`src/hdl/lerq_pkg.sv`:
```
// Shared types, constants and codes for the LOOK elevator request scheduler.
// Depends on nothing; every other file in this folder imports it.
package lerq_pkg;

   localparam int QUEUE_DEPTH = 16;
   localparam int TRACK_LIMIT = 1024;
   localparam int IDX_W       = $clog2(QUEUE_DEPTH);
   localparam int CNT_W       = $clog2(QUEUE_DEPTH + 1);
   localparam int TRACK_W     = 10;
   localparam int SECTOR_W    = 8;
   localparam int TAG_W       = 8;
   localparam int STATUS_W    = 2;

   localparam logic CMD_INSERT  = 1'b0;
   localparam logic CMD_SERVICE = 1'b1;

   localparam logic [STATUS_W-1:0] STATUS_DONE  = 2'd0;
   localparam logic [STATUS_W-1:0] STATUS_FULL  = 2'd1;
   localparam logic [STATUS_W-1:0] STATUS_EMPTY = 2'd2;

   localparam logic [TRACK_W:0] TRACK_MAX = 11'(TRACK_LIMIT - 1);

   typedef struct packed {
      logic                command;
      logic [TRACK_W-1:0]  track;
      logic [SECTOR_W-1:0] sector;
      logic [TAG_W-1:0]    request_tag;
   } req_type;

   typedef struct packed {
      logic [STATUS_W-1:0] status;
      logic [TRACK_W-1:0]  served_track;
      logic [SECTOR_W-1:0] served_sector;
      logic [TAG_W-1:0]    served_tag;
      logic                turned;
      logic [CNT_W-1:0]    pending;
   } rsp_type;

   typedef struct packed {
      logic [TRACK_W-1:0]  track;
      logic [SECTOR_W-1:0] sector;
      logic [TAG_W-1:0]    tag;
   } entry_type;

   typedef enum logic [1:0] {
      CELL_HOLD,
      CELL_LOAD_NEW,
      CELL_FROM_LEFT,
      CELL_FROM_RIGHT
   } cell_op_type;

   typedef struct packed {
      logic               occupied;
      logic [TRACK_W-1:0] key;
   } cell_ctrl_type;

   function automatic logic [TRACK_W-1:0] sat_track(input logic [TRACK_W-1:0] trk);
      logic [TRACK_W:0] wide;
      wide = {1'b0, trk};
      if (wide > TRACK_MAX) begin
         return TRACK_MAX[TRACK_W-1:0];
      end
      return trk;
   endfunction

endpackage

```
`src/hdl/look_elevator_request_scheduler.sv`:
```
// Top level of the LOOK elevator request scheduler: sweep control over a row of cells.
// Depends on lerq_pkg and lerq_cell.
//
// Usage: a beat on the request side is taken at a rising edge where start is high
// and busy is low. req_data.command selects insert (track, sector and tag are
// stored in track order) or service (the entry at the current sweep position is
// handed out and removed). Every accepted beat yields exactly one result beat,
// presented on rsp_data with rsp_strobe high for one cycle, in the cycle after the
// request was taken. The receiver cannot stall, so the result is simply gone
// after that cycle. busy stays low: every cell compares its own track against the new
// one and all cells shift together, so a new request may be given in every cycle.
// The status field reports done, insert into a full store, or service on an
// empty store; the rejected cases change nothing. pending gives the number of
// stored requests after the beat, and turned marks a service that reversed the
// sweep. A synchronous reset empties the store and sets the sweep ascending;
// slot contents are not cleared and are never read before being written.
module look_elevator_request_scheduler (
   input  logic              clock,
   input  logic              reset,
   input  logic              start,
   output logic              busy,
   input  lerq_pkg::req_type req_data,
   output logic              rsp_strobe,
   output lerq_pkg::rsp_type rsp_data
);
   import lerq_pkg::*;

   logic [CNT_W-1:0] count_ff, count_in;
   logic [IDX_W-1:0] cur_ff, cur_in;
   logic             up_ff, up_in;
   logic             rsp_strobe_ff;
   rsp_type          rsp_ff, rsp_in;

   entry_type     cell_entry [QUEUE_DEPTH];
   logic          cell_below [QUEUE_DEPTH];
   cell_ctrl_type cell_ctrl  [QUEUE_DEPTH];
   cell_op_type   cell_op    [QUEUE_DEPTH];
   entry_type     new_entry;
   entry_type     served;

   logic             accept;
   logic             full;
   logic             empty;
   logic [CNT_W-1:0] pos_sum;
   logic [IDX_W-1:0] pos;
   logic [IDX_W-1:0] cur_eff;
   logic [CNT_W-1:0] count_dec;
   logic             off_end;

   assign busy   = 1'b0;
   assign accept = start && !busy;
   assign full   = (count_ff == CNT_W'(QUEUE_DEPTH));
   assign empty  = (count_ff == '0);
   assign count_dec = count_ff - CNT_W'(1);

   assign new_entry.track  = sat_track(req_data.track);
   assign new_entry.sector = req_data.sector;
   assign new_entry.tag    = req_data.request_tag;

   always_comb begin
      pos_sum = '0;
      for (int i = 0; i < QUEUE_DEPTH; i++) begin
         pos_sum = pos_sum + CNT_W'(cell_below[i]);
      end
   end
   assign pos = pos_sum[IDX_W-1:0];

   always_comb begin
      if ({1'b0, cur_ff} >= count_ff) begin
         cur_eff = count_dec[IDX_W-1:0];
      end else begin
         cur_eff = cur_ff;
      end
   end

   assign served  = cell_entry[cur_eff];
   assign off_end = up_ff ? ({1'b0, cur_eff} + CNT_W'(1) >= count_ff) : (cur_eff == '0);

   always_comb begin
      for (int i = 0; i < QUEUE_DEPTH; i++) begin
         cell_ctrl[i].occupied = (CNT_W'(i) < count_ff);
         cell_ctrl[i].key      = new_entry.track;
      end
   end

   always_comb begin
      for (int i = 0; i < QUEUE_DEPTH; i++) begin
         cell_op[i] = CELL_HOLD;
         if (accept) begin
            if (req_data.command == CMD_INSERT) begin
               if (!full) begin
                  if (IDX_W'(i) > pos) begin
                     cell_op[i] = CELL_FROM_LEFT;
                  end else if (IDX_W'(i) == pos) begin
                     cell_op[i] = CELL_LOAD_NEW;
                  end
               end
            end else if (!empty && IDX_W'(i) >= cur_eff) begin
               cell_op[i] = CELL_FROM_RIGHT;
            end
         end
      end
   end

   for (genvar g = 0; g < QUEUE_DEPTH; g++) begin : g_cell
      entry_type left_e, right_e;
      if (g == 0) begin : g_first
         assign left_e = '0;
      end else begin : g_mid_l
         assign left_e = cell_entry[g-1];
      end
      if (g == QUEUE_DEPTH - 1) begin : g_last
         assign right_e = '0;
      end else begin : g_mid_r
         assign right_e = cell_entry[g+1];
      end
      lerq_cell u_cell (
         .clock       (clock),
         .ctrl        (cell_ctrl[g]),
         .op          (cell_op[g]),
         .new_entry   (new_entry),
         .left_entry  (left_e),
         .right_entry (right_e),
         .entry       (cell_entry[g]),
         .below       (cell_below[g])
      );
   end

   always_comb begin
      count_in = count_ff;
      cur_in   = cur_ff;
      up_in    = up_ff;
      rsp_in   = '0;
      if (req_data.command == CMD_INSERT) begin
         if (full) begin
            rsp_in.status = STATUS_FULL;
         end else begin
            count_in = count_ff + CNT_W'(1);
            if (empty) begin
               cur_in = '0;
            end else if (pos <= cur_ff) begin
               cur_in = cur_ff + IDX_W'(1);
            end
         end
      end else begin
         if (empty) begin
            rsp_in.status = STATUS_EMPTY;
         end else begin
            rsp_in.served_track  = served.track;
            rsp_in.served_sector = served.sector;
            rsp_in.served_tag    = served.tag;
            count_in = count_dec;
            if (off_end) begin
               rsp_in.turned = 1'b1;
               up_in = !up_ff;
               if (!up_ff || count_dec == '0) begin
                  cur_in = '0;
               end else begin
                  cur_in = IDX_W'(count_dec - CNT_W'(1));
               end
            end else begin
               cur_in = up_ff ? cur_eff : cur_eff - IDX_W'(1);
            end
         end
      end
      rsp_in.pending = count_in;
   end

   always_ff @(posedge clock) begin
      if (reset) begin
         count_ff      <= '0;
         cur_ff        <= '0;
         up_ff         <= 1'b1;
         rsp_strobe_ff <= 1'b0;
      end else begin
         rsp_strobe_ff <= accept;
         if (accept) begin
            count_ff <= count_in;
            cur_ff   <= cur_in;
            up_ff    <= up_in;
         end
      end
   end

   always_ff @(posedge clock) begin
      if (accept) begin
         rsp_ff <= rsp_in;
      end
   end

   assign rsp_strobe = rsp_strobe_ff;
   assign rsp_data   = rsp_ff;

   a_count_bound: assert property (@(posedge clock) disable iff (reset)
      count_ff <= CNT_W'(QUEUE_DEPTH))
      else $error("Entry count exceeds the queue depth.");

   a_one_result: assert property (@(posedge clock) disable iff (reset)
      accept |=> rsp_strobe)
      else $error("Accepted beat produced no result.");

   a_pending_match: assert property (@(posedge clock) disable iff (reset)
      rsp_strobe |-> rsp_data.pending == count_ff)
      else $error("Reported pending count disagrees with the store.");

   a_reject_static: assert property (@(posedge clock) disable iff (reset)
      (rsp_strobe && rsp_data.status != STATUS_DONE) |-> $stable(count_ff))
      else $error("Rejected beat changed the entry count.");

endmodule

```
`src/hdl/lerq_cell.sv`:
```
// One slot of the sorted request row: holds an entry and shifts with its neighbors.
// Depends on lerq_pkg for the entry and control types.
module lerq_cell (
   input  logic                    clock,
   input  lerq_pkg::cell_ctrl_type ctrl,
   input  lerq_pkg::cell_op_type   op,
   input  lerq_pkg::entry_type     new_entry,
   input  lerq_pkg::entry_type     left_entry,
   input  lerq_pkg::entry_type     right_entry,
   output lerq_pkg::entry_type     entry,
   output logic                    below
);
   import lerq_pkg::*;

   entry_type entry_ff;
   entry_type entry_in;

   always_comb begin
      case (op)
         CELL_HOLD:       entry_in = entry_ff;
         CELL_LOAD_NEW:   entry_in = new_entry;
         CELL_FROM_LEFT:  entry_in = left_entry;
         CELL_FROM_RIGHT: entry_in = right_entry;
         default:         entry_in = entry_ff;
      endcase
   end

   always_ff @(posedge clock) begin
      entry_ff <= entry_in;
   end

   assign entry = entry_ff;
   assign below = ctrl.occupied && (entry_ff.track < ctrl.key);

endmodule
```
`config.mk`:
```
export PLATFORM = sky130hd
export DESIGN_NAME = look_elevator_request_scheduler
export DESIGN_NICKNAME = d
export VERILOG_FILES = /design/src/hdl/lerq_pkg.sv /design/src/hdl/look_elevator_request_scheduler.sv /design/src/hdl/lerq_cell.sv
export SDC_FILE = /design/constraint.sdc
export NUM_CORES = 1
export LEC_CHECK = 0
export ABC_AREA = 1
export BUFFER_PORTS_ARGS = -buffer_cell sky130_fd_sc_hd__buf_2
export CAP_MARGIN = 15
export CELL_PAD_IN_SITES_DETAIL_PLACEMENT = 1
export CELL_PAD_IN_SITES_GLOBAL_PLACEMENT = 2
export CORE_AREA = 2 2 312 314
export DETAILED_ROUTE_END_ITERATION = 10
export DIE_AREA = 0 0 314 316
export MAX_ROUTING_LAYER = met4
export PLACE_DENSITY = 0.75
export REMOVE_ABC_BUFFERS = 1
export SKIP_CTS_REPAIR_TIMING = 1
export SYNTH_ARGS = -nofsm -noshare
export SYNTH_HDL_FRONTEND = slang
export SYNTH_SLANG_ARGS = --single-unit
export TNS_END_PERCENT = 5
```
`constraint.sdc`:
```
create_clock -name clock -period 8.8 [get_ports clock]
set_input_delay 0.88 -clock clock [delete_from_list [all_inputs] [get_ports clock]]
set_output_delay 0.88 -clock clock [all_outputs]
set_load 0.1 [all_outputs]
```
Word level (Yosys, flattened, before mapping)
Cells that the tools add are included.
{"block": "op_classes", "shifts": 0, "add_sub_neg": 21, "n_mux": 132, "div_mod_pow": 0, "n_eq_ne": 66, "n_mul": 0, "reduce_logical": 59, "n_bitwise": 3, "magnitude_cmp": 68}
{"operator": "$pmux W26 S3", "n": 16}
{"operator": "$mux W2", "n": 82}
{"operator": "$lt A10 B10 Y1", "n": 16}
{"operator": "$bmux W26 S4", "n": 1}
{"operator": "$eq A2 B2 Y1 const B", "n": 32}
{"operator": "$mux W26", "n": 2}
{"operator": "$add A4 B1 Y4", "n": 12}
{"operator": "$lt A4 B5 Y1 const A", "n": 8}
{"operator": "$mux W4", "n": 9}
{"operator": "$eq A2 B1 Y1 const B", "n": 16}
{"operator": "$eq A4 B4 Y1 const A", "n": 8}
{"operator": "$ge A4 B4 Y1 const A", "n": 8}
{"operator": "$gt A4 B4 Y1 const A", "n": 8}
{"operator": "$logic_and A1 B1 Y1", "n": 32}
{"operator": "$logic_not A2 Y1", "n": 16}
{"operator": "$lt A3 B5 Y1 const A", "n": 4}
{"operator": "$mux W1", "n": 19}
{"operator": "$eq A3 B4 Y1 const A", "n": 4}
{"operator": "$ge A3 B4 Y1 const A", "n": 4}
{"operator": "$gt A3 B4 Y1 const A", "n": 4}
{"operator": "$mux W5", "n": 3}
{"operator": "$logic_not A5 Y1", "n": 2}
{"operator": "$lt A1 B5 Y1 const A", "n": 2}
{"operator": "$lt A2 B5 Y1 const A", "n": 2}
{"operator": "other kinds (28)", "n": 39}
{"block": "totals", "mem_bits_ro": 0, "inputBits": 30, "latchBits": 0, "mem_count": 0, "output_inout_bits": 36, "ramBits": 0, "elab_cells": 407, "ff_bits": 461}

Longest topological paths before layout
{"block": "depth", "depth_word": 25, "ltp_mapped": 31, "mapped_depth_nobuf": 30}

Cells and area by module
A second synthesis with hierarchy kept.
{"block": "unflattened", "hier_cells": 4832, "hier_area_um2": 34740.8}
{"module": "lerq_cell", "seq_area_each_um2": 780.7, "cells_per_inst": 188, "instances": 16, "area_per_inst_um2": 1599.0}
{"module": "look_elevator_request_scheduler", "seq_area_each_um2": 1241.2, "cells_per_inst": 1824, "instances": 1, "area_per_inst_um2": 9156.3}

Worst setup path after synthesis
Ideal clock, no wire load.
{"block": "synth_path", "path_type": "input port to flip-flop", "from": "input port req_data[17] (netlist name)", "to": "register g_cell[14].u_cell.entry_ff (netlist bit g_cell[14].u_cell.entry[0]) (enable)", "setup_ps": 445, "n_path_buf": 1, "setup_slack_ps": 449, "required_time_ps": 8355, "t_arrival_ps": 7906, "stages": 24, "path_cell_list": "inv_1 ha_1 a21boi_0 nor2_1 o21ai_0 a21o_1 a21oi_1 o21ai_0 a21oi_1 fa_1 inv_1 fa_1 fa_1 fa_1 inv_1 ha_1 fa_1 inv_1 nor2_1 inv_1 nor2_1 a21oi_2 clkbuf_1 o21ai_0"}
{"block": "synth_between", "elab_chain_len": 24, "word_cells_on_any_way": 55, "cone_classes": "add/sub (15); order compare (17); eq/ne (1); mux (5); reduce/logical (17)"}
{"element": "start, declared", "line_no": "look_elevator_request_scheduler.sv:22", "rtl": "input lerq_pkg::req_type req_data,"}
{"element": "$lt A10 B10 Y1", "line_no": "lerq_cell.sv:33", "rtl": "assign below = ctrl.occupied && (entry_ff.track < ctrl.key);"}
{"element": "$logic_and A1 B1 Y1", "line_no": "lerq_cell.sv:33"}
{"element": "$add A1 B1 Y2", "line_no": "look_elevator_request_scheduler.sv:63", "rtl": "pos_sum = pos_sum + CNT_W'(cell_below[i]);"}
{"element": "$add A2 B1 Y3", "line_no": "look_elevator_request_scheduler.sv:63"}
{"element": "$add A3 B1 Y4", "line_no": "look_elevator_request_scheduler.sv:63"}
{"element": "$add A4 B1 Y4 (11 in series)", "line_no": "look_elevator_request_scheduler.sv:63"}
{"element": "$add A4 B1 Y4 (*)", "line_no": "look_elevator_request_scheduler.sv:63"}
{"element": "parallel branches: the longest is 2 deep, another holds $gt A4 B4 Y1"}
{"element": "$mux W2 (*)", "line_no": "look_elevator_request_scheduler.sv:92", "rtl": "if (IDX_W'(i) > pos) begin"}
{"element": "$mux W2 (*)", "line_no": "look_elevator_request_scheduler.sv:91", "rtl": "if (!full) begin"}
{"element": "$mux W2 (*)", "line_no": "look_elevator_request_scheduler.sv:90", "rtl": "if (req_data.command == CMD_INSERT) begin"}
{"element": "$mux W2 (*)", "line_no": "look_elevator_request_scheduler.sv:89", "rtl": "if (accept) begin"}
{"element": "$logic_not A2 Y1 (*)", "line_no": "lerq_cell.sv:19", "rtl": "case (op)"}
{"element": "end signal, assigned", "line_no": "lerq_cell.sv:29", "rtl": "entry_ff <= entry_in;"}
{"element": "end, declared", "line_no": "lerq_cell.sv:15", "rtl": "entry_type entry_ff;"}
Every way passes the cells marked *.
A chain may end at the register's enable or synchronous reset.

==> results.md <==
- Die ar.: 99220 um2
- Area contributors post-synth: edfxtp_1 41%, nand2_1 14%, nand3_1 13%, ha_1 6.5%, inv_1 5.7%
- Relative slew slack: 29.21%
- Area of the multi-input gates: 16410 um2
- Initial antenna violation count: 0
- Post-DP HPWL: 96.59 mm
- Final GP Congestion: 0.8717
- CTS tree: yes
- Inserted Diodes: 0
- Minimum clock period: 7.938 ns
- Synthesized flop and latch total: 461
- Top Ports: 66
- Fillers: 11.62k
- # rows: 114
- Final ANT Viol Nets: 0
- Initial DRT Pass Iterations: 5
- Fin nets: 4516
- EDFF count, synth: 450
- Max Root-Sink Buffers: 3
- Final period util: 90.21%
- Register area share after synthesis: 41.20%
- Max-cap violations: 0
- Via Count: 31.42k
- Fmax: 126.0 MHz
- Hold Crit Class: input port to flop
- Leading area contributor after synthesis: edfxtp_1
- Finished Layout Cells: 5622
- Critical path class: input port to flop
- Mapped Cells: 4371
- Status: complete, no violations
- Crit Path Max Fanout: 26
- Final WL: 135.3 mm
- Die X: 314 um
- Layout area overhead: 9.995%
- Final count of hold timing violations: 0
- Number of global-route vias before repair: 31.07k
- Port bufs: 64
- CTS root buf: clkbuf_16
- Endpoints failing setup: 0
- Clock Skew: 0.04587 ns
- Ys async rst share: 0%
- Share of layout cells above drive strength 1: 7.731%
- Total CTS buffers: 59
- Clk_lat worst skew: 0.67 ns
- Core Footprint: 95990 um2
- Placed Instances: 5517
- Setup TNS: 0 ns
- Critical Path End Type: flop
- Post-synth top area share: 40.54%
- Library cells used by synthesis: 52
- RSZ-0062 raised after global routing: false
- Data arrival time of the worst path: 8.31 ns
- Die Ht: 316 um
- Total track usage: 27.89%
- Remaining global-route overflow: 0
- Clock sink count: 461
- CP Launch Type: input port
- FF/Latch Area: 13730 um2
- Final Util: 38.20%
- Largest net degree at the start of global routing: 83
- DRC violations left: 0
- Drt via density: 5.589
- Ys flop type: edfxtp_1
- Most common cell after layout, fill and taps aside: nand2_1
- Most frequent cells in the layout: 1282 x nand2_1, 869 x nand3_1, 505 x inv_1
- Synthesized area: 33330 um2
- Fin. max-slew vios: 0
- YS warnings: 0
- CTS H-tree lvls: 2
- Initial Utilization: 34.73%
- Syn_area_per_cell: 7.626 um2
- Worst Path Required: 9.17 ns
- DRT iter0 DRCs: 2785
- Drt wl/cell: 24.07 um
- Clk slew on worst S/H paths: 0.06 ns
- First-pass GRT wire length: 205.7 mm
- Worst slew pin tran: 1.062 ns
[cell usage after synthesis, types with 13 or more instances]
cell type,instances
nor2_4,13
nand2_1,1287
ha_1,174
a21oi_1,104
inv_2,20
o21ai_0,94
buf_2,114
o211ai_1,78
o22ai_1,17
clkbuf_1,138
a31oi_1,14
inv_1,505
nand4_1,269
nand3_1,869
a21o_1,18
nor2_1,36
buf_1,22
nand2_2,16
buf_4,16
edfxtp_1,450
[registers in the layout, indices dropped and copies added (netlist names)]
register             flops
g_cell.u_cell.entry    416
rsp_data                34
count_ff                 5
cur_ff                   4
rsp_strobe               1
up_ff                    1
[path summary, 6_finish.rpt]
| kind | from | endpoint | slack [ns] | cells past startpoint |
|---|---|---|---|---|
| worst min register to register | g_cell[15].u_cell.entry[15] | g_cell[14].u_cell.entry[15] | 0.59 | 2 |
| worst max-delay path | req_data[19] | g_cell[10].u_cell.entry[24] | 0.86 | 26 |
| worst max register to register | count_ff[4] | g_cell[10].u_cell.entry[24] | 1.38 | 22 |
| worst min-delay path | reset | rsp_strobe | 0.51 | 2 |
[cell families (layout without fill, tap and decap cells)]
group	Yosys count	after routing	share of synthesized area, %
AOI/OAI and AO/OA	360	360	6.647
xor gates and xnor gates	13	13	0.3979
adders and majority gates	184	184	7.132
buffers and inverters	823	798	9.920
DFF	461	461	41.20
other	1	1	0.01125
and+or+nand+nor	2529	2529	34.69
[through the flow]
step / setup slack [ns] / area, um2 / hold slack, ns
floorplan: -0.1057 / 32020 / 0.5196
global placement: 0.4321 / 34810 / 0.5662
detailed placement: 0.2239 / 34810 / 0.5831
CTS: 0.9121 / 36670 / 0.4711
global route: 0.4106 / 36670 / 0.4906
finish: 0.8618 / 36670 / 0.5138
[metal layers]
layer	up-vias	wire (um)	global-route usage [%]
met5	-	0	-
met3	138	8393	3.647
li1	14820	-	-
met4	0	2520	5.633
met1	15540	66320	41.01
met2	925	58110	40.79
[cell type report]
class | count | share of cell area (%)
repair buffers | 162 | 2.948
clock inverters | 27 | 0.8326
flip-flops and latches | 461 | 37.45
inverters | 531 | 5.443
multi-input cells | 3087 | 44.75
clock buffers | 78 | 4.221
well taps | 1276 | 4.354
[critical path, stage by stage]
cell and delay, ns:
buf_2 0.37, inv_1 0.41, buf_4 0.29, ha_1 0.31, a21oi_1 0.12, o21ai_0 0.11
a21o_1 0.17, a21oi_1 0.14, o21ai_0 0.10, a21oi_1 0.19, fa_1 0.44, inv_1 0.19
fa_1 0.45, fa_1 0.52, fa_1 0.54, inv_1 0.05, ha_1 0.22, fa_1 0.57
inv_1 0.10, nor2_1 0.08, inv_1 0.10, nor2_1 0.12, a21oi_2 0.51, clkinv_1 0.88
nand3_1 0.33, nand3_1 0.10
Power is left out: the tool's default activity adds up to more than one toggle a clock period on the data nets, which glitch-free logic cannot reach.
